[src/rtl/msp_pkg.sv]
// ----------------------------------------------------------------------------
// msp_pkg: shared types and constants for the motor speed PID/PWM block
// Payload structs for the request and response channels, register indexes,
// field widths and register reset values.
// ----------------------------------------------------------------------------
package msp_pkg;

   // Field widths fixed by the interface.
   localparam int SPEED_BITS     = 16;
   localparam int GAIN_BITS      = 24;
   localparam int INTEG_BITS     = 48;
   localparam int PWM_BITS       = 8;
   localparam int PWM_MAX        = 255;
   localparam int CSR_INDEX_BITS = 2;

   // Register reset values.
   localparam logic signed [GAIN_BITS-1:0] GAIN_P_RESET  = 24'sd655;
   localparam logic signed [GAIN_BITS-1:0] GAIN_I_RESET  = 24'sd0;
   localparam logic signed [GAIN_BITS-1:0] GAIN_D_RESET  = 24'sd0;
   localparam logic        [PWM_BITS-1:0]  MIN_PWM_RESET = 8'd0;

   typedef enum logic [CSR_INDEX_BITS-1:0] {
      REG_GAIN_P  = 2'd0,
      REG_GAIN_I  = 2'd1,
      REG_GAIN_D  = 2'd2,
      REG_MIN_PWM = 2'd3
   } csr_index_type;

   typedef struct packed {
      logic signed [SPEED_BITS-1:0] target_speed;
      logic signed [SPEED_BITS-1:0] measured_speed;
   } req_payload_type;

   typedef struct packed {
      logic [PWM_BITS-1:0] pwm_level;
      logic                forward;
   } rsp_payload_type;

endpackage

[src/rtl/motor_speed_pid_pwm.sv]
// ----------------------------------------------------------------------------
// motor_speed_pid_pwm: PID speed controller with derivative on measurement
// Registered in order: input, products, adjustment, response. Throughput: one
// item per cycle unless the response stalls; the duty and integral loops each
// close within a single stage, so back-to-back items never wait on each other.
// Reset (synchronous, active high) empties the pipeline, loads the register
// defaults, clears the integral, previous speed and duty, and sets forward.
// ----------------------------------------------------------------------------
module motor_speed_pid_pwm #(
   parameter int GAIN_FRACTION_BITS = 16
) (
   input  logic                                    clock,
   input  logic                                    reset,
   // Request channel: one item per control tick.
   input  logic                                    req_valid,
   output logic                                    req_ready,
   input  msp_pkg::req_payload_type                req_payload,
   // Response channel: new PWM level and direction.
   output logic                                    rsp_valid,
   input  logic                                    rsp_ready,
   output msp_pkg::rsp_payload_type                rsp_payload,
   // Register write port.
   input  logic                                    csr_wr_en,
   input  logic [msp_pkg::CSR_INDEX_BITS-1:0]      csr_index,
   input  logic [msp_pkg::GAIN_BITS-1:0]           csr_wr_data
);

   // Widths. The product of a gain and a speed difference is PW bits; the
   // accumulator holds P + I - D without overflow, with two spare bits.
   localparam int SB   = msp_pkg::SPEED_BITS;
   localparam int GW   = msp_pkg::GAIN_BITS;
   localparam int IW   = msp_pkg::INTEG_BITS;
   localparam int PB   = msp_pkg::PWM_BITS;
   localparam int PW   = GW + SB;
   localparam int MAXW = (PW > IW) ? PW : IW;
   localparam int ACCW = MAXW + 2;
   // The adjustment is saturated to a range that still drives any duty to
   // either clamp limit, so the final add stays narrow.
   localparam int ADJW = PB + 2;
   localparam int SUMW = PB + 3;

   // Magnitude of a signed speed, saturating the most negative value.
   function automatic logic [SB-2:0] speed_mag(input logic signed [SB-1:0] v);
      logic [SB-1:0] m;
      m = v[SB-1] ? -v : v;
      return m[SB-1] ? {(SB-1){1'b1}} : m[SB-2:0];
   endfunction

   // ------------------------------------------------------------------------
   // Configuration registers.
   // ------------------------------------------------------------------------
   logic signed [GW-1:0] gain_p_ff, gain_i_ff, gain_d_ff;
   logic        [PB-1:0] min_pwm_ff;

   always_ff @(posedge clock) begin
      if (reset) begin
         gain_p_ff  <= msp_pkg::GAIN_P_RESET;
         gain_i_ff  <= msp_pkg::GAIN_I_RESET;
         gain_d_ff  <= msp_pkg::GAIN_D_RESET;
         min_pwm_ff <= msp_pkg::MIN_PWM_RESET;
      end else if (csr_wr_en) begin
         unique case (msp_pkg::csr_index_type'(csr_index))
            msp_pkg::REG_GAIN_P:  gain_p_ff  <= $signed(csr_wr_data);
            msp_pkg::REG_GAIN_I:  gain_i_ff  <= $signed(csr_wr_data);
            msp_pkg::REG_GAIN_D:  gain_d_ff  <= $signed(csr_wr_data);
            msp_pkg::REG_MIN_PWM: min_pwm_ff <= csr_wr_data[PB-1:0];
            default:              ;
         endcase
      end
   end

   // ------------------------------------------------------------------------
   // Pipeline flow control. Each stage loads when it is empty or when its
   // item moves on, so bubbles close up while the response is stalled.
   // ------------------------------------------------------------------------
   logic s1_valid_ff, s2_valid_ff, s3_valid_ff, rsp_valid_ff;
   logic ready1, ready2, ready3, out_take;

   assign out_take  = !rsp_valid_ff || rsp_ready;
   assign ready3    = !s3_valid_ff || out_take;
   assign ready2    = !s2_valid_ff || ready3;
   assign ready1    = !s1_valid_ff || ready2;
   assign req_ready = ready1;
   assign rsp_valid = rsp_valid_ff;

   always_ff @(posedge clock) begin
      if (reset) begin
         s1_valid_ff  <= 1'b0;
         s2_valid_ff  <= 1'b0;
         s3_valid_ff  <= 1'b0;
         rsp_valid_ff <= 1'b0;
      end else begin
         if (ready1)   s1_valid_ff  <= req_valid;
         if (ready2)   s2_valid_ff  <= s1_valid_ff;
         if (ready3)   s3_valid_ff  <= s2_valid_ff;
         if (out_take) rsp_valid_ff <= s3_valid_ff;
      end
   end

   // ------------------------------------------------------------------------
   // Stage 1: input register.
   // ------------------------------------------------------------------------
   msp_pkg::req_payload_type s1_req_ff;

   always_ff @(posedge clock) begin
      if (ready1) s1_req_ff <= req_payload;
   end

   // ------------------------------------------------------------------------
   // Stage 1 to 2: magnitudes, direction, error and the three products.
   // The previous measurement and the direction advance with each item.
   // ------------------------------------------------------------------------
   logic [SB-2:0]        prev_speed_ff, sp_mag, ms_mag;
   logic                 dir_ff, dir_in;
   logic signed [SB-1:0] err, dmeas;
   logic signed [PW-1:0] pe_in, ie_in, de_in;

   assign sp_mag = speed_mag(s1_req_ff.target_speed);
   assign ms_mag = speed_mag(s1_req_ff.measured_speed);
   assign err    = $signed({1'b0, sp_mag}) - $signed({1'b0, ms_mag});
   assign dmeas  = $signed({1'b0, ms_mag}) - $signed({1'b0, prev_speed_ff});
   assign pe_in  = gain_p_ff * err;
   assign ie_in  = gain_i_ff * err;
   assign de_in  = gain_d_ff * dmeas;

   // A zero target keeps the direction it had.
   always_comb begin
      priority if (s1_req_ff.target_speed[SB-1])  dir_in = 1'b0;
      else if (|s1_req_ff.target_speed)           dir_in = 1'b1;
      else                                        dir_in = dir_ff;
   end

   logic signed [PW-1:0] s2_pe_ff, s2_ie_ff, s2_de_ff;
   logic                 s2_fwd_ff;

   always_ff @(posedge clock) begin
      if (reset) begin
         prev_speed_ff <= '0;
         dir_ff        <= 1'b1;
      end else if (s1_valid_ff && ready2) begin
         prev_speed_ff <= ms_mag;
         dir_ff        <= dir_in;
      end
   end

   always_ff @(posedge clock) begin
      if (ready2) begin
         s2_pe_ff  <= pe_in;
         s2_ie_ff  <= ie_in;
         s2_de_ff  <= de_in;
         s2_fwd_ff <= dir_in;
      end
   end

   // ------------------------------------------------------------------------
   // Stage 2 to 3: saturating integral, P + I - D, truncation toward zero.
   // ------------------------------------------------------------------------
   logic signed [IW-1:0]   integ_ff, integ_in;
   logic signed [ACCW-1:0] isum, total, tq, adj_full;
   logic [ACCW-IW:0]       isum_hi;
   logic [ACCW-ADJW:0]     adj_hi;
   logic signed [ADJW-1:0] adj_in;

   assign isum    = ACCW'(integ_ff) + ACCW'(s2_ie_ff);
   assign isum_hi = isum[ACCW-1:IW-1];
   assign integ_in = ((&isum_hi) || !(|isum_hi)) ? isum[IW-1:0]
                                                : {isum[ACCW-1], {(IW-1){~isum[ACCW-1]}}};

   assign total = ACCW'(s2_pe_ff) + ACCW'(integ_in) - ACCW'(s2_de_ff);
   assign tq    = total >>> GAIN_FRACTION_BITS;
   // A negative value with a nonzero fraction rounds up toward zero.
   assign adj_full = tq + ACCW'(total[ACCW-1] && (|total[GAIN_FRACTION_BITS-1:0]));
   assign adj_hi   = adj_full[ACCW-1:ADJW-1];
   assign adj_in   = ((&adj_hi) || !(|adj_hi)) ? adj_full[ADJW-1:0]
                                              : {adj_full[ACCW-1], {(ADJW-1){~adj_full[ACCW-1]}}};

   logic signed [ADJW-1:0] s3_adj_ff;
   logic                   s3_fwd_ff;

   always_ff @(posedge clock) begin
      if (reset) begin
         integ_ff <= '0;
      end else if (s2_valid_ff && ready3) begin
         integ_ff <= integ_in;
      end
   end

   always_ff @(posedge clock) begin
      if (ready3) begin
         s3_adj_ff <= adj_in;
         s3_fwd_ff <= s2_fwd_ff;
      end
   end

   // ------------------------------------------------------------------------
   // Stage 3 to output: add the adjustment to the stored duty and clamp it
   // to [min_pwm, 255]. The response register and the duty load together.
   // ------------------------------------------------------------------------
   logic [PB-1:0]          duty_ff, duty_in;
   logic signed [SUMW-1:0] pwm_sum;
   msp_pkg::rsp_payload_type rsp_payload_ff;

   assign pwm_sum = $signed({{(SUMW-PB){1'b0}}, duty_ff}) + SUMW'(s3_adj_ff);

   always_comb begin
      priority if (pwm_sum < $signed({{(SUMW-PB){1'b0}}, min_pwm_ff}))
         duty_in = min_pwm_ff;
      else if (pwm_sum > SUMW'(msp_pkg::PWM_MAX))
         duty_in = PB'(msp_pkg::PWM_MAX);
      else
         duty_in = pwm_sum[PB-1:0];
   end

   always_ff @(posedge clock) begin
      if (reset) begin
         duty_ff <= '0;
      end else if (s3_valid_ff && out_take) begin
         duty_ff <= duty_in;
      end
   end

   always_ff @(posedge clock) begin
      if (out_take) begin
         rsp_payload_ff.pwm_level <= duty_in;
         rsp_payload_ff.forward   <= s3_fwd_ff;
      end
   end

   assign rsp_payload = rsp_payload_ff;

   // ------------------------------------------------------------------------
   // Assertions.
   // ------------------------------------------------------------------------
   // A pending response always carries the stored duty level.
   a_rsp_matches_duty: assert property (@(posedge clock) disable iff (reset)
      rsp_valid_ff |-> (rsp_payload_ff.pwm_level == duty_ff))
      else $error("pending response differs from stored duty");

   // The request side only stalls when every stage holds an item.
   a_stall_only_full: assert property (@(posedge clock) disable iff (reset)
      !req_ready |-> (s1_valid_ff && s2_valid_ff && s3_valid_ff && rsp_valid_ff))
      else $error("request stalled with an empty stage");

   // A blocked stage 3 item keeps its adjustment.
   a_s3_holds: assert property (@(posedge clock) disable iff (reset)
      (s3_valid_ff && !ready3) |=> (s3_valid_ff && $stable(s3_adj_ff)))
      else $error("blocked stage 3 item changed");

endmodule
[config.mk]
export PLATFORM = sky130hd
export DESIGN_NAME = motor_speed_pid_pwm
export DESIGN_NICKNAME = d
export VERILOG_FILES = /design/src/rtl/msp_pkg.sv /design/src/rtl/motor_speed_pid_pwm.sv
export SDC_FILE = /design/constraint.sdc
export NUM_CORES = 2
export LEC_CHECK = 0
export ABC_AREA = 1
export BUFFER_PORTS_ARGS = -buffer_cell sky130_fd_sc_hd__buf_4
export CAP_MARGIN = 10
export CORE_MARGIN = 2
export CORE_UTILIZATION = 50
export CTS_CLUSTER_SIZE = 24
export DETAILED_ROUTE_END_ITERATION = 8
export GPL_TIMING_DRIVEN = 0
export PLACE_DENSITY_LB_ADDON = 0.25
export SLEW_MARGIN = 5
export SYNTH_ARGS = -nofsm -noshare
export SYNTH_HDL_FRONTEND = slang
export SYNTH_SLANG_ARGS = --single-unit
[constraint.sdc]
create_clock -name clock -period 24.7 [get_ports clock]
set_input_delay 4.94 -clock clock [delete_from_list [all_inputs] [get_ports clock]]
set_output_delay 4.94 -clock clock [all_outputs]
set_load 0.01 [all_outputs]
==> flow_metrics.py <==
metrics = {
    "status": {
        "outcome": "finished clean",
    },
    "clock_network": {
        "post_cts_resized": 0,
        "postCtsSetupBuffers": 0,
        "cts-root-buf": "clkbuf_16",
        "cts_buffers": 44,
        "insertion_delay_ns": 0.66,
        "htreeDepth": 2,
        "clk_pin_slew_ns": 0.05,
        "cts_tree": "done",
        "holdBufCountCts": 0,
        "clock_path_buffers": 3,
        "clock_sinks": 329,
    },
    "detailed_routing": {
        "dr.pass1.iters": 6,
        "wire_per_inst_um": 20.8,
        "route.detailed.drc": 0,
        "drtIter0Drc": 5006,
        "viasPerCell": 5.33,
        "routed_wl_um": 217000,
        "ant_nets": 0,
        "vias": 55600,
    },
    "timing": {
        "skew_ns": 0.0555,
        "finalCriticalPeriod_ns": 12.73,
        "rsz0062_at_grt": "false",
        "worst_slew_pin_slew_ns": 1.21,
        "maxSlewViolCount": 0,
        "setup-violations-final": 0,
        "hold_viol": 0,
        "slew_headroom_pct": 19.4,
        "fmax_mhz": 78.6,
        "setup_tns_ns": 0,
        "post-route-period-util_pct": 51.5,
    },
    "logic_synthesis": {
        "synth-async-reset-ratio_pct": 0,
        "mappedNetlistArea_um2": 65600,
        "syn_nets": 10200,
        "synth_area_leaders": "fa_1 (36%), inv_1 (12%), nand2_1 (10%), ha_1 (8.4%), edfxtp_1 (7.9%)",
        "yosys.area.top_type": "fa_1",
        "yosysMostFrequentCell": "inv_1",
        "yosys_register_bits": 329,
        "synth_cell_type_count": 57,
        "synth_cells": 8522,
        "yosysSeqAreaShare_pct": 12.7,
        "synthTopCellsByCount": "inv_1 (2,156), nand2_1 (1,764), fa_1 (1,174), nor2_1 (854), ha_1 (441)",
        "yosysTopAreaCellShare_pct": 35.8,
        "synth_edf_count": 173,
        "synth-main-ff-cell": "edfxtp_1",
        "yosysWarnings": 0,
        "postSynthAreaPerCell_um2": 7.70,
    },
    "floorplanning": {
        "core_region_area_um2": 130000,
        "dieArea_um2": 134000,
        "rows": 132,
        "start_util_pct": 50.5,
        "ios": 74,
        "die_x_um": 366,
        "die_y_um": 366,
    },
    "global_route": {
        "grt_pass1_vias": 55900,
        "grt_pass1_wl_um": 332000,
        "antenna_found_initial": 12,
        "grt_start_max_net_pins": 64,
        "grt_overflow_total": 0,
        "globalRouteTotalUtil_pct": 32.7,
    },
    "worst_setup_path": {
        "end_kind": "primary output",
        "worstPathRequired_ns": 19.76,
        "cp-start-kind": "input pin",
        "cp_max_fo": 34,
        "r2r-start": "s1_req_ff[2]$_DFFE_PP_",
        "crit_arrival_ns": 7.79,
        "startpoint": "rsp_ready",
        "path_class": "in -> out",
    },
    "job": {
        "cap_violations": 0,
    },
    "place": {
        "io_buffers": 73,
        "gp_routability_congestion": 1.05,
        "dpl.hpwl_um": 187000,
    },
    "min_path": {
        "worstHoldStart": "s3_fwd_ff$_DFFE_PP_",
        "hold_class": "reg -> reg",
    },
    "layout": {
        "nNetsFinal": 10300,
        "syn_to_final_growth_pct": 6.59,
        "drive_above_1_share_pct": 3.72,
    },
}
-- cell type report --
| cell class | instances | area, um^2 |
|---|---|---|
| fill | 12700 | 59900 |
| multi-input combinational | 5758 | 48100 |
| sequential | 329 | 8320 |
| inverter | 2198 | 8260 |
| tap | 1742 | 2180 |
| clock buffer | 56 | 1260 |
| buffer | 237 | 911 |
| timing repair buffer | 78 | 628 |
| clock inverter | 26 | 224 |
| antenna | 6 | 15.0 |
-- cells in the final DEF, fill, tap and decap left out, drive strengths merged, types with 18 or more instances in the layout --
cell type  count
a21oi        408
a31oi         47
buf          101
clkbuf       270
clkinv        33
dfxtp        156
edfxtp       173
fa          1174
ha           441
inv         2186
nand2       1801
nand3        290
nand4         47
nor2         901
nor3          29
o211ai        18
o21ai        223
or2           31
xnor2         85
xor2         142
-- metal layers --
layer	wire length (um)	global-route usage, %	vias to the layer above
li1	-	-	25600
met1	87500	43.2	27100
met2	93800	50.2	2420
met3	23400	8.88	527
met4	12100	14.9	16
met5	117	0	-
-- worst max-delay path: stages --
cell	delay (ns)
buf_4	0.11
nor2_1	0.13
inv_1	0.21
nor2_1	0.15
inv_1	0.27
nor2_1	0.88
nand2_2	0.70
buf_4	0.36
-- path summary, 6_finish.rpt --
| path | endpoint | slack [ns] | depth (start not counted) |
|---|---|---|---|
| max | req_ready | 11.97 | 8 |
| min | rsp_payload[0]$_DFFE_PP_ | 0.43 | 0 |
| max reg2reg | s2_pe_ff[39]$_DFFE_PP_ | 12.47 | 49 |
| min reg2reg | rsp_payload[0]$_DFFE_PP_ | 0.43 | 0 |
-- flip-flops by register name, summed over array words and instances, names as in the netlist --
name,count
s2_valid_ff,1
s3_valid_ff,1
rsp_valid,1
s2_pe_ff,40
s2_fwd_ff,1
s1_valid_ff,1
gain_d_ff,24
rsp_payload,9
s3_adj_ff,10
s1_req_ff,32
prev_speed_ff,15
gain_p_ff,24
s2_ie_ff,40
gain_i_ff,24
min_pwm_ff,8
duty_ff,8
s3_fwd_ff,1
dir_ff,1
integ_ff,48
s2_de_ff,40
-- through the flow --
stage                     instances  worst slack (ns)  hold slack (ns)  cell area [um^2]  util (%)
after floorplan                8522             13.31            0.400             65600         -
after global placement        10300             11.90            0.409             68300      52.6
after detailed placement      10300             11.67            0.411             68400      52.7
after CTS                     10400             11.66            0.424             69900      53.8
after global routing          10400             11.73            0.451             69900      53.8
final                         10400             11.97            0.425             69900      53.9
-- kinds of logic after synthesis --
| logic type | synth area share (%) |
|---|---|
| buf+inv | 14.0 |
| simple gates | 19.6 |
| compound gates | 6.48 |
| xor+xnor | 3.03 |
| flops | 12.7 |
| fa+ha+maj | 44.2 |
Power is not shown: default switching activity piles up to over one toggle a cycle in this logic, so the estimate is an artifact.
